<file path="config.mk">
export PLATFORM = sky130hd
export DESIGN_NAME = fan_mode_controller_hysteresis_unit
export DESIGN_NICKNAME = d
export VERILOG_FILES = /design/src/sv/fmch_pkg.sv /design/src/sv/fan_mode_controller_hysteresis_unit.sv /design/src/sv/fmch_cfg_regs.sv /design/src/sv/fmch_core.sv
export SDC_FILE = /design/constraint.sdc
export NUM_CORES = 1
export LEC_CHECK = 0
export ABC_CLOCK_PERIOD_IN_PS = 10400
export BUFFER_PORTS_ARGS = -buffer_cell sky130_fd_sc_hd__buf_2
export CORE_MARGIN = 2
export CORE_UTILIZATION = 40
export DETAILED_ROUTE_END_ITERATION = 10
export GPL_TIMING_DRIVEN = 0
export PLACE_DENSITY = 0.58
export SLEW_MARGIN = 20
export SYNTH_ARGS = -nofsm -noshare
export SYNTH_HDL_FRONTEND = slang
export SYNTH_HIERARCHICAL = 1
export SYNTH_SLANG_ARGS = --single-unit
</file>
<file path="constraint.sdc">
create_clock -name clk_i -period 10.4 [get_ports clk_i]
set_clock_uncertainty 0.15 [all_clocks]
set_input_delay 2.08 -clock clk_i [delete_from_list [all_inputs] [get_ports clk_i]]
set_output_delay 2.08 -clock clk_i [all_outputs]
set_load 0.01 [all_outputs]
</file>
<file path="src/sv/fmch_pkg.sv">
package fmch_pkg;

  // Fan level, as driven on applied_mode.
  typedef enum logic [1:0] {
    LVL_STOP   = 2'd0,
    LVL_ECO    = 2'd1,
    LVL_NORMAL = 2'd2,
    LVL_FORCED = 2'd3
  } fan_level_e;

  // User mode codes; codes above MODE_AUTO act as stopped.
  localparam logic [2:0] MODE_STOP   = 3'd0;
  localparam logic [2:0] MODE_FORCED = 3'd3;
  localparam logic [2:0] MODE_AUTO   = 3'd4;

  // Configuration register indexes.
  localparam logic [2:0] CFG_USER_MODE      = 3'd0;
  localparam logic [2:0] CFG_ECO_ON_TEMP    = 3'd1;
  localparam logic [2:0] CFG_NORMAL_ON_TEMP = 3'd2;
  localparam logic [2:0] CFG_FORCED_ON_TEMP = 3'd3;
  localparam logic [2:0] CFG_HYSTERESIS     = 3'd4;
  localparam logic [2:0] CFG_ECO_PERCENT    = 3'd5;
  localparam logic [2:0] CFG_NORMAL_PERCENT = 3'd6;
  localparam logic [2:0] CFG_FORCED_PERCENT = 3'd7;

  localparam int unsigned CfgIdxW  = 3;
  localparam int unsigned CfgDataW = 12;

  // Temperatures in 1/16 degC.
  localparam logic signed [15:0] TEMP_MIN      = -16'sd880;
  localparam logic signed [15:0] TEMP_MAX      = 16'sd2000;
  localparam logic signed [15:0] TEMP_POWER_ON = 16'sd1360;

  localparam logic [11:0] HYST_DEFAULT = 12'd32;
  localparam logic [6:0]  STOP_PERCENT = 7'd0;
  localparam logic [6:0]  MAX_PERCENT  = 7'd100;

  typedef struct packed {
    logic [2:0]         user_mode;
    logic signed [11:0] eco_on_temp;
    logic signed [11:0] normal_on_temp;
    logic signed [11:0] forced_on_temp;
    logic [11:0]        hysteresis;
    logic [6:0]         eco_percent;
    logic [6:0]         normal_percent;
    logic [6:0]         forced_percent;
  } cfg_t;

  typedef struct packed {
    logic signed [11:0] last_temp;
    logic               last_temp_valid;
    fan_level_e         current_mode;
    logic [6:0]         last_percent;
  } state_t;

  typedef struct packed {
    logic [6:0]         fan_percent;
    fan_level_e         applied_mode;
    logic               mode_changed;
    logic signed [11:0] temp_used;
    logic               temp_known;
    logic               reading_rejected;
  } result_t;

endpackage

</file>
<file path="src/sv/fan_mode_controller_hysteresis_unit.sv">
// Fan mode controller with hysteresis.
// A reading transferred in is held in the input register; its result is offered
// by the result register. Throughput: one reading per cycle unless downstream
// stalls, set by the single compare-and-select pass between the two registers.
// Reset (asynchronous, active low) restores the default configuration, forgets
// the last temperature and puts the fan level at stopped with zero percent.
module fan_mode_controller_hysteresis_unit (
  input  logic                          clk_i,
  input  logic                          rst_ni,

  // Configuration write port.
  input  logic                          cfg_we_i,
  input  logic [fmch_pkg::CfgIdxW-1:0]  cfg_idx_i,
  input  logic [fmch_pkg::CfgDataW-1:0] cfg_wdata_i,

  // Reading channel.
  input  logic                          in_valid_i,
  output logic                          in_stall_o,
  input  logic signed [15:0]            temp_reading_i,
  input  logic                          reading_ok_i,

  // Result channel.
  output logic                          out_valid_o,
  input  logic                          out_stall_i,
  output logic [6:0]                    fan_percent_o,
  output logic [1:0]                    applied_mode_o,
  output logic                          mode_changed_o,
  output logic signed [11:0]            temp_used_o,
  output logic                          temp_known_o,
  output logic                          reading_rejected_o
);

  fmch_pkg::cfg_t    cfg;
  fmch_pkg::state_t  state_d, state_q;
  fmch_pkg::result_t result_d, result_q;

  logic               in_valid_d, in_valid_q;
  logic signed [15:0] temp_q;
  logic               ok_q;
  logic               out_valid_d, out_valid_q;
  logic               advance;
  logic               in_load;

  fmch_cfg_regs u_cfg_regs (
    .clk_i       (clk_i),
    .rst_ni      (rst_ni),
    .cfg_we_i    (cfg_we_i),
    .cfg_idx_i   (cfg_idx_i),
    .cfg_wdata_i (cfg_wdata_i),
    .cfg_o       (cfg)
  );

  // The result register moves whenever it is empty or its transfer completes
  // this cycle. The input register then hands its reading to the core, and
  // can take a new reading in the same cycle, so the pipe never bubbles
  // unless the downstream side stalls.
  assign advance    = !out_valid_q || !out_stall_i;
  assign in_stall_o = in_valid_q && !advance;
  assign in_load    = in_valid_i && !in_stall_o;

  always_comb begin
    in_valid_d = in_valid_q;
    if (!in_valid_q || advance) begin
      in_valid_d = in_valid_i;
    end
  end

  always_ff @(posedge clk_i or negedge rst_ni) begin
    if (!rst_ni) begin
      in_valid_q <= 1'b0;
    end else begin
      in_valid_q <= in_valid_d;
    end
  end

  // Payload registers carry no reset.
  always_ff @(posedge clk_i) begin
    if (in_load) begin
      temp_q <= temp_reading_i;
      ok_q   <= reading_ok_i;
    end
  end

  // The core sees the held reading together with the controller state left
  // by the previous reading, so state and result are settled in one pass.
  fmch_core u_core (
    .cfg_i          (cfg),
    .state_i        (state_q),
    .temp_reading_i (temp_q),
    .reading_ok_i   (ok_q),
    .state_o        (state_d),
    .result_o       (result_d)
  );

  always_ff @(posedge clk_i or negedge rst_ni) begin
    if (!rst_ni) begin
      state_q.last_temp       <= '0;
      state_q.last_temp_valid <= 1'b0;
      state_q.current_mode    <= fmch_pkg::LVL_STOP;
      state_q.last_percent    <= fmch_pkg::STOP_PERCENT;
    end else if (advance && in_valid_q) begin
      state_q <= state_d;
    end
  end

  always_comb begin
    out_valid_d = out_valid_q;
    if (advance) begin
      out_valid_d = in_valid_q;
    end
  end

  always_ff @(posedge clk_i or negedge rst_ni) begin
    if (!rst_ni) begin
      out_valid_q <= 1'b0;
    end else begin
      out_valid_q <= out_valid_d;
    end
  end

  always_ff @(posedge clk_i) begin
    if (advance && in_valid_q) begin
      result_q <= result_d;
    end
  end

  assign out_valid_o        = out_valid_q;
  assign fan_percent_o      = result_q.fan_percent;
  assign applied_mode_o     = result_q.applied_mode;
  assign mode_changed_o     = result_q.mode_changed;
  assign temp_used_o        = result_q.temp_used;
  assign temp_known_o       = result_q.temp_known;
  assign reading_rejected_o = result_q.reading_rejected;

endmodule

</file>
<file path="src/sv/fmch_cfg_regs.sv">
module fmch_cfg_regs (
  input  logic                              clk_i,
  input  logic                              rst_ni,
  input  logic                              cfg_we_i,
  input  logic [fmch_pkg::CfgIdxW-1:0]      cfg_idx_i,
  input  logic [fmch_pkg::CfgDataW-1:0]     cfg_wdata_i,
  output fmch_pkg::cfg_t                    cfg_o
);

  fmch_pkg::cfg_t cfg_d, cfg_q;
  logic [6:0]     pct_sat;

  // Percent writes whose low seven bits exceed the maximum saturate; the upper data bits are ignored.
  assign pct_sat = (cfg_wdata_i[6:0] > fmch_pkg::MAX_PERCENT) ?
                   fmch_pkg::MAX_PERCENT : cfg_wdata_i[6:0];

  always_comb begin
    cfg_d = cfg_q;
    if (cfg_we_i) begin
      case (cfg_idx_i)
        fmch_pkg::CFG_USER_MODE:      cfg_d.user_mode      = cfg_wdata_i[2:0];
        fmch_pkg::CFG_ECO_ON_TEMP:    cfg_d.eco_on_temp    = cfg_wdata_i;
        fmch_pkg::CFG_NORMAL_ON_TEMP: cfg_d.normal_on_temp = cfg_wdata_i;
        fmch_pkg::CFG_FORCED_ON_TEMP: cfg_d.forced_on_temp = cfg_wdata_i;
        fmch_pkg::CFG_HYSTERESIS: begin
          // A zero hysteresis write is not stored; use the default.
          cfg_d.hysteresis = (cfg_wdata_i == '0) ? fmch_pkg::HYST_DEFAULT : cfg_wdata_i;
        end
        fmch_pkg::CFG_ECO_PERCENT:    cfg_d.eco_percent    = pct_sat;
        fmch_pkg::CFG_NORMAL_PERCENT: cfg_d.normal_percent = pct_sat;
        fmch_pkg::CFG_FORCED_PERCENT: cfg_d.forced_percent = pct_sat;
        default: ;
      endcase
    end
  end

  always_ff @(posedge clk_i or negedge rst_ni) begin
    if (!rst_ni) begin
      cfg_q.user_mode      <= fmch_pkg::MODE_AUTO;
      cfg_q.eco_on_temp    <= 12'sd560;
      cfg_q.normal_on_temp <= 12'sd720;
      cfg_q.forced_on_temp <= 12'sd880;
      cfg_q.hysteresis     <= fmch_pkg::HYST_DEFAULT;
      cfg_q.eco_percent    <= 7'd40;
      cfg_q.normal_percent <= 7'd70;
      cfg_q.forced_percent <= 7'd100;
    end else begin
      cfg_q <= cfg_d;
    end
  end

  assign cfg_o = cfg_q;

endmodule

</file>
<file path="src/sv/fmch_core.sv">
module fmch_core (
  input  fmch_pkg::cfg_t       cfg_i,
  input  fmch_pkg::state_t     state_i,
  input  logic signed [15:0]   temp_reading_i,
  input  logic                 reading_ok_i,
  output fmch_pkg::state_t     state_o,
  output fmch_pkg::result_t    result_o
);

  logic                  rejected;
  logic signed [11:0]    new_temp;
  logic                  known;
  logic signed [11:0]    used;
  fmch_pkg::fan_level_e  prev;
  fmch_pkg::fan_level_e  raw;
  fmch_pkg::fan_level_e  mode;
  logic signed [11:0]    prev_on;
  logic signed [13:0]    prev_off;
  logic signed [13:0]    used_ext;
  logic                  hold;
  logic [6:0]            pct;
  logic [6:0]            mode_pct;

  assign rejected = !reading_ok_i ||
                    (temp_reading_i < fmch_pkg::TEMP_MIN) ||
                    (temp_reading_i > fmch_pkg::TEMP_MAX) ||
                    (temp_reading_i == fmch_pkg::TEMP_POWER_ON);

  // An accepted reading lies within -880..2000 and fits 12 signed bits.
  assign new_temp = rejected ? state_i.last_temp : temp_reading_i[11:0];
  assign known    = !rejected || state_i.last_temp_valid;
  assign used     = known ? new_temp : '0;
  assign prev     = state_i.current_mode;

  // Highest level whose switch-on threshold is reached.
  always_comb begin
    if (used >= cfg_i.forced_on_temp) begin
      raw = fmch_pkg::LVL_FORCED;
    end else if (used >= cfg_i.normal_on_temp) begin
      raw = fmch_pkg::LVL_NORMAL;
    end else if (used >= cfg_i.eco_on_temp) begin
      raw = fmch_pkg::LVL_ECO;
    end else begin
      raw = fmch_pkg::LVL_STOP;
    end
  end

  always_comb begin
    case (prev)
      fmch_pkg::LVL_FORCED: prev_on = cfg_i.forced_on_temp;
      fmch_pkg::LVL_NORMAL: prev_on = cfg_i.normal_on_temp;
      default:              prev_on = cfg_i.eco_on_temp;
    endcase
  end

  assign prev_off = {{2{prev_on[11]}}, prev_on} - $signed({2'b00, cfg_i.hysteresis});
  assign used_ext = {{2{used[11]}}, used};
  assign hold     = (prev > raw) && (used_ext > prev_off);

  always_comb begin
    mode = prev;
    if (cfg_i.user_mode == fmch_pkg::MODE_AUTO) begin
      if (known) begin
        mode = hold ? prev : raw;
      end
    end else if (cfg_i.user_mode <= fmch_pkg::MODE_FORCED) begin
      mode = fmch_pkg::fan_level_e'(cfg_i.user_mode[1:0]);
    end else begin
      mode = fmch_pkg::LVL_STOP;
    end
  end

  always_comb begin
    case (mode)
      fmch_pkg::LVL_ECO:    mode_pct = cfg_i.eco_percent;
      fmch_pkg::LVL_NORMAL: mode_pct = cfg_i.normal_percent;
      fmch_pkg::LVL_FORCED: mode_pct = cfg_i.forced_percent;
      default:              mode_pct = fmch_pkg::STOP_PERCENT;
    endcase
  end

  always_comb begin
    pct = state_i.last_percent;
    if (cfg_i.user_mode == fmch_pkg::MODE_AUTO) begin
      if (known) begin
        pct = mode_pct;
      end else if (prev == fmch_pkg::LVL_STOP) begin
        pct = fmch_pkg::STOP_PERCENT;
      end
    end else if (cfg_i.user_mode <= fmch_pkg::MODE_FORCED) begin
      pct = mode_pct;
    end else begin
      pct = fmch_pkg::STOP_PERCENT;
    end
  end

  always_comb begin
    state_o.last_temp       = new_temp;
    state_o.last_temp_valid = known;
    state_o.current_mode    = mode;
    state_o.last_percent    = pct;

    result_o.fan_percent      = pct;
    result_o.applied_mode     = mode;
    result_o.mode_changed     = (mode != prev);
    result_o.temp_used        = used;
    result_o.temp_known       = known;
    result_o.reading_rejected = rejected;
  end

endmodule
</file>
==> flow_summary_export.csv, run 1 <==
group,metric,value,unit
routing,vias,5484,
power,total_power,2.52,mW
routing,firstDrtPassIters,7,
finish,syn_to_final_growth,15.2,%
placement,dp.final_hpwl,14200,microns
routing,first_iter_violations,260,
logic_synthesis,syn_nets,785,
logic_synthesis,synth-adder-area-share,10.5,%
placement,postPlaceCellArea,0.00860,sq mm
logic_synthesis,synth_edf_count,41,
placement,dp_slack,2.58,ns
die,core,0.0195,sq mm
finish,final_cell_mix,"mux2_2 (88), dfrtp_1 (74), inv_1 (72)",
die,die-area,0.0210,sq mm
routing,avgRoutedWirePerCell,18.3,microns
placement,io_buffers,60,
cts,clk_latency,0.42,ns
sta,finalHoldViolCount,0,
cts,ctsHtreeMaxLevel,4,
logic_synthesis,synth_top_family_by_area,"multiplexers",
cts,cts_sinks,137,
worst_setup_path,cp.required,10.56,ns
logic_synthesis,yosysWarnings,6,
routing,drc,0,
die,num_io_pins,63,
routing,viasPerCell,5.27,
finish,design_area,0.00914,sq mm
cts,cts_root_buf,"clkbuf_16",
logic_synthesis,synth_simple_gate_area_share,10.6,%
sta,timing.slew.headroom,39.4,%
worst_setup_path,worst-path-max-fanout,10,
grt,grt_use_total,19.4,%
sta,worstMarginPinSlew,0.909,ns
die,start_util,40.7,%
worst_setup_path,cp.arrival,8.08,ns
sta,fin_crit_sh,76.2,%
grt,grt_busiest_layer,"met2",
logic_synthesis,synth_xor_area_share,0.994,%
logic_synthesis,syn_area_per_cell,11.6,sq um
outcome,status,"completed",
finish,layout-drive-gt1-share,31.1,%
cts,cts_buffers,17,
cts,cts_tree,"built",
sta,report.final.slew_viol_count,0,
logic_synthesis,ys_seq_area_share,46.2,%
finish,antenna_cells,0,
cts,cts_resized,0,
cts,clk_pin_slew_worst_paths,0.06,ns
grt,grt_pass1_wl,30400,microns
power,leakagePower,4.11,nW
logic_synthesis,synth_cell_type_count,62,
logic_synthesis,synth_compound_area_share,9.64,%
sta,final.setup.tns,0,ns
logic_synthesis,synth_mux_area_share,15.9,%
sta,timing.fmax,126,MHz
grt,antenna_found_initial,0,
cts,cts-hold-fix-buffers,0,
worst_setup_path,start_kind,"flop",
grt,grt_pass1_vias,5718,
job,max_cap_viol_count,0,
finish,nNetsFinal,865,
logic_synthesis,ys_seq_elements,137,
placement,gp_congestion,0.873,
logic_synthesis,synth-async-reset-ratio,70.1,%
power,power_density,276,mW/mm^2
finish,layout_commonest_cell,"mux2_2",
grt,grt_max_degree,56,
grt,grtUsageMet3,3.85,%
die,die_y,145,microns
sta,finalCriticalPeriod,7.92,ns
grt,use_met2,31.7,%
cts,clock_path_buffers,2,
logic_synthesis,synth_ff_type,"dfrtp_1",
sta,rsz0062_at_grt,"no",
worst_setup_path,path_class,"flop to flop",
sta,setup_viol,0,
routing,wl,19000,microns
worst_setup_path,worst_setup_path_end_kind,"flop",
power,vdd_ir_drop_max,0.000143,V
min_path,hp-class,"flop to flop",
routing,ant_nets,0,
grt,use_met1,25.5,%
sta,fin_ws,2.48,ns
cts,cts_setup_buffers,0,
logic_synthesis,syn_inst,682,
grt,grt.overflow.total,0,
die,chipWidth,145,microns
logic_synthesis,synth_area,0.00793,sq mm
die,rows,51,
## worst paths after layout
kind	start	to	slack [ns]	cells after the start
worst max register to register	temp_q[15]	state_q[0]	2.48	26
min in group asynchronous	rst_ni	u_cfg_regs/cfg_o[4]	1.43	1
max in group asynchronous	rst_ni	u_cfg_regs/cfg_o[41]	8.00	2
worst min-delay path	u_cfg_regs/cfg_o[0]	u_cfg_regs/cfg_o[0]	0.32	2
worst max-delay path	temp_q[15]	state_q[0]	2.48	26
worst min register to register	u_cfg_regs/cfg_o[0]	u_cfg_regs/cfg_o[0]	0.32	2
## stage by stage
stage | util [%] | hold WS [ns] | instances
detailed placement | 44.2 | 0.316 | 1008
finish | 47.0 | 0.323 | 1040
CTS | 47.0 | 0.329 | 1040
global placement | 44.0 | 0.308 | 1007
global route | 47.0 | 0.348 | 1040
floorplan | - | 0.294 | 682
## cell families (layout without fill, tap and decap cells)
| group | Yosys count | count (layout) |
|---|---|---|
| AND/OR/NAND/NOR | 145 | 145 |
| flip-flops | 137 | 137 |
| multiplexers | 111 | 111 |
| AO/OA/AOI/OAI | 110 | 110 |
| buffers and inverters | 104 | 197 |
| adder cells (fa/ha/maj) | 66 | 66 |
| XOR/XNOR | 9 | 9 |
## flip-flops by register name, summed over array words and instances (netlist names)
| signal | flops |
|---|---|
| mode_changed_o | 1 |
| ok_q | 1 |
| u_cfg_regs/cfg_o | 72 |
| fan_percent_o | 7 |
| out_valid_o | 1 |
| applied_mode_o | 2 |
| temp_used_o | 12 |
| in_valid_q | 1 |
| state_q | 22 |
| temp_q | 16 |
| temp_known_o | 1 |
| reading_rejected_o | 1 |
## critical path: stages (launching register included)
cell and delay [ns]:
edfxtp_1 0.45, or4_1 0.56, a211oi_2 0.27, o32a_2 0.20
and3_1 0.15, clkbuf_1 0.19, buf_1 0.52, mux2_2 0.41
and2_1 0.27, ha_1 0.36, a21o_1 0.19, a211oi_1 0.40
o211a_1 0.24, mux2i_1 0.24, and2_1 0.23, ha_1 0.26
nand2_1 0.09, o21ai_0 0.09, a211o_1 0.22, a31oi_1 0.19
a311oi_2 0.09, or2_2 0.32, a32oi_4 0.54, mux2_2 0.43
a221o_1 0.35, buf_4 0.14, mux2_2 0.25
## Yosys cell counts (all sizes together) (6+ instances only)
cell type  number  area share, %
mux2           97             14
dfrtp          74             23
inv            72            3.4
ha             65             10
edfxtp         41             16
o21ai          33            2.1
nand2          29            1.4
a21oi          27            1.7
nor2           24            1.1
and2           22            1.7
dfstp          22            7.3
buf            21            2.2
mux2i          14            1.8
nand3          13           0.82
clkbuf         11           0.52
nand2b         10           0.88
a221o           7           0.88
a21o            6           0.57
and4            6           0.66
nand4           6           0.47
nor3            6           0.38
## layer usage
metal	up-vias	share of wire [%]
met3	35	3.5
met2	115	48
li1	2610	-
met5	-	0
met1	2724	46
met4	0	2.5
## cell type report
cell class                 instances  area [sq um]
fill                            1808         10300
buffer                            32           219
inverter                          72           270
multi-input combinational        441          3780
clock buffer                      22           474
tap                              265           332
clock inverter                    10          68.8
sequential                       137          3660
timing repair buffer              61           334
## power by group
part           switching [mW]  internal (mW)
Combinational           0.647          0.531
Sequential             0.0732          0.711
Clock                   0.233          0.323
Total                   0.953           1.57
Note: power is estimated with default switching activity, not from simulation.
==> inputs of run 2 (changes only) <==
- ABC_CLOCK_PERIOD_IN_PS: 10400 -> 7140
- PLACE_DENSITY: 0.58 -> 0.6
- clock period: 10.4 -> 7.14 ns (I/O delays scaled with it)
==> flow_summary_export.csv, run 2 (synthesized netlist as in run 1, its figures left out) <==
group,metric,value,unit
die,die-area,0.0210,sq mm
finish,nNetsFinal,869,
die,rows,51,
routing,first_iter_violations,339,
worst_setup_path,cp.required,7.30,ns
cts,clk_latency,0.43,ns
sta,finalHoldViolCount,0,
worst_setup_path,cp_slowest_cell,"or4_1",
worst_setup_path,worst_setup_path_end_kind,"flop",
cts,ctsHtreeMaxLevel,4,
finish,antenna_cells,0,
finish,layout-drive-gt1-share,34.7,%
grt,grt_pass1_vias,5761,
min_path,hp-class,"flop to flop",
finish,final_cell_mix,"mux2_2 (88), dfrtp_1 (73), inv_1 (72)",
sta,timing.slew.headroom,46.9,%
cts,cts_sinks,137,
grt,grt_pass1_wl,30900,microns
sta,fin_crit_sh,96.9,%
finish,fillers,1771,
die,chipWidth,145,microns
routing,firstDrtPassIters,5,
placement,place_inst,1008,
grt,grt_max_degree,67,
worst_setup_path,cpMostUsedCell,"mux2_2",
finish,syn_to_final_growth,16.7,%
worst_setup_path,start_kind,"flop",
sta,worstMarginPinSlew,0.796,ns
sta,setup_viol,0,
cts,cts-hold-fix-buffers,0,
routing,ant_nets,0,
grt,grt.overflow.total,0,
routing,viasPerCell,5.21,
die,num_io_pins,63,
cts,clk_pin_slew_worst_paths,0.06,ns
sta,report.final.slew_viol_count,0,
die,start_util,40.7,%
finish,fin_cells,1044,
cts,cts_root_buf,"clkbuf_16",
routing,vias,5441,
finish,largest_reg_flops,72,
placement,gp_congestion,0.854,
grt,grt_use_total,19.6,%
power,power_density,406,mW/mm^2
worst_setup_path,worst-path-max-fanout,10,
finish,layout_commonest_cell,"mux2_2",
grt,antenna_found_initial,0,
power,vdd_ir_drop_max,0.000169,V
routing,avgRoutedWirePerCell,18.8,microns
worst_setup_path,path_class,"flop to flop",
sta,fin_hold_ws,0.337,ns
outcome,status,"completed",
routing,drc,0,
sta,finalCriticalPeriod,6.92,ns
worst_setup_path,slowest_delay,0.55,ns
cts,clock_path_buffers,2,
power,leakagePower,4.18,nW
job,max_cap_viol_count,0,
sta,timing.fmax,145,MHz
cts,cts_buffers,17,
die,core,0.0195,sq mm
worst_setup_path,worst-path-buf-inv,4,
placement,io_buffers,60,
routing,wl,19600,microns
worst_setup_path,crit_family,"compound AO/OA/AOI/OAI gates",
die,die_y,145,microns
cts,cts_tree,"built",
worst_setup_path,cp.arrival,7.07,ns
placement,dp.final_hpwl,14400,microns
run 2: cell types whose count changed in the layout (fill, tap and decap cells not counted), sizes merged:
cell      delta
clkbuf       -8
clkinvlp     -2
inv          +5
buf          +7
clkinv       +2
run 2: area by class of cell:
class                   count  area [sq um]  share of cell area [%]
inverters                  72           270                    2.92
clock inverters            15           115                    1.24
flip-flops and latches    137          3660                    39.6
plain buffers              29           230                    2.49
clock buffers              17           425                    4.60
well taps                 265           332                    3.58
multi-input cells         441          3820                    41.3
repair buffers             68           399                    4.31
run 2: worst paths after layout:
path,startpoint,to,slack [ns],depth (start not counted)
setup / recovery,temp_q[14],state_q[6],0.22,27
hold / removal,u_cfg_regs/cfg_o[15],u_cfg_regs/cfg_o[15],0.34,2
setup reg to reg,temp_q[14],state_q[6],0.22,27
hold reg to reg,u_cfg_regs/cfg_o[15],u_cfg_regs/cfg_o[15],0.34,2
max in group asynchronous,rst_ni,u_cfg_regs/cfg_o[71],5.44,2
min in group asynchronous,rst_ni,u_cfg_regs/cfg_o[65],0.73,1
run 2: worst min-delay path, delay by kind of cell (launching register included):
kind               cells  cell delay (ns)
DFF                    1             0.34
AOI/OAI and AO/OA      1             0.06
and+or+nand+nor        1             0.05
run 2: layer usage:
layer | track usage, % | wire length [microns]
met1 | 26.0 | 8970
met2 | 32.1 | 9550
met3 | 3.39 | 683
met4 | 7.87 | 391
met5 | 0 | 0
run 2: what timing repair did:
item / CTS / global route
gates cloned: 0 / 0
resized for setup: 12 / 21
endpoints found under the setup margin: 15 / 14
pin swaps: 2 / 6
buffers inserted: 1 / 6
hold endpoints to repair: 0 / 0
run 2: where the power goes:
group | internal (mW) | total, mW | leakage (nW) | switching [mW]
sequential | 1.04 | 1.15 | 1.53 | 0.118
combinational | 0.832 | 1.79 | 2.38 | 0.955
clock | 0.450 | 0.817 | 0.265 | 0.367
run 2: per-stage QoR:
| step | util (%) | instance area (sq um) | power (mW) | TNS [ns] | setup slack [ns] |
|---|---|---|---|---|---|
| 2_1_floorplan | - | 7930 | 2.38 | 0 | 0.268 |
| 3_3_place_gp | 44.0 | 8560 | 2.78 | -6.00 | -0.567 |
| 3_5_place_dp | 44.2 | 8600 | 2.86 | -6.78 | -0.621 |
| 4_1_cts | 47.1 | 9170 | 3.72 | 0 | 0.0116 |
| 5_1_grt | 47.6 | 9260 | 4.05 | -0.0143 | -0.0104 |
| 6_report | 47.6 | 9260 | 3.76 | 0 | 0.224 |
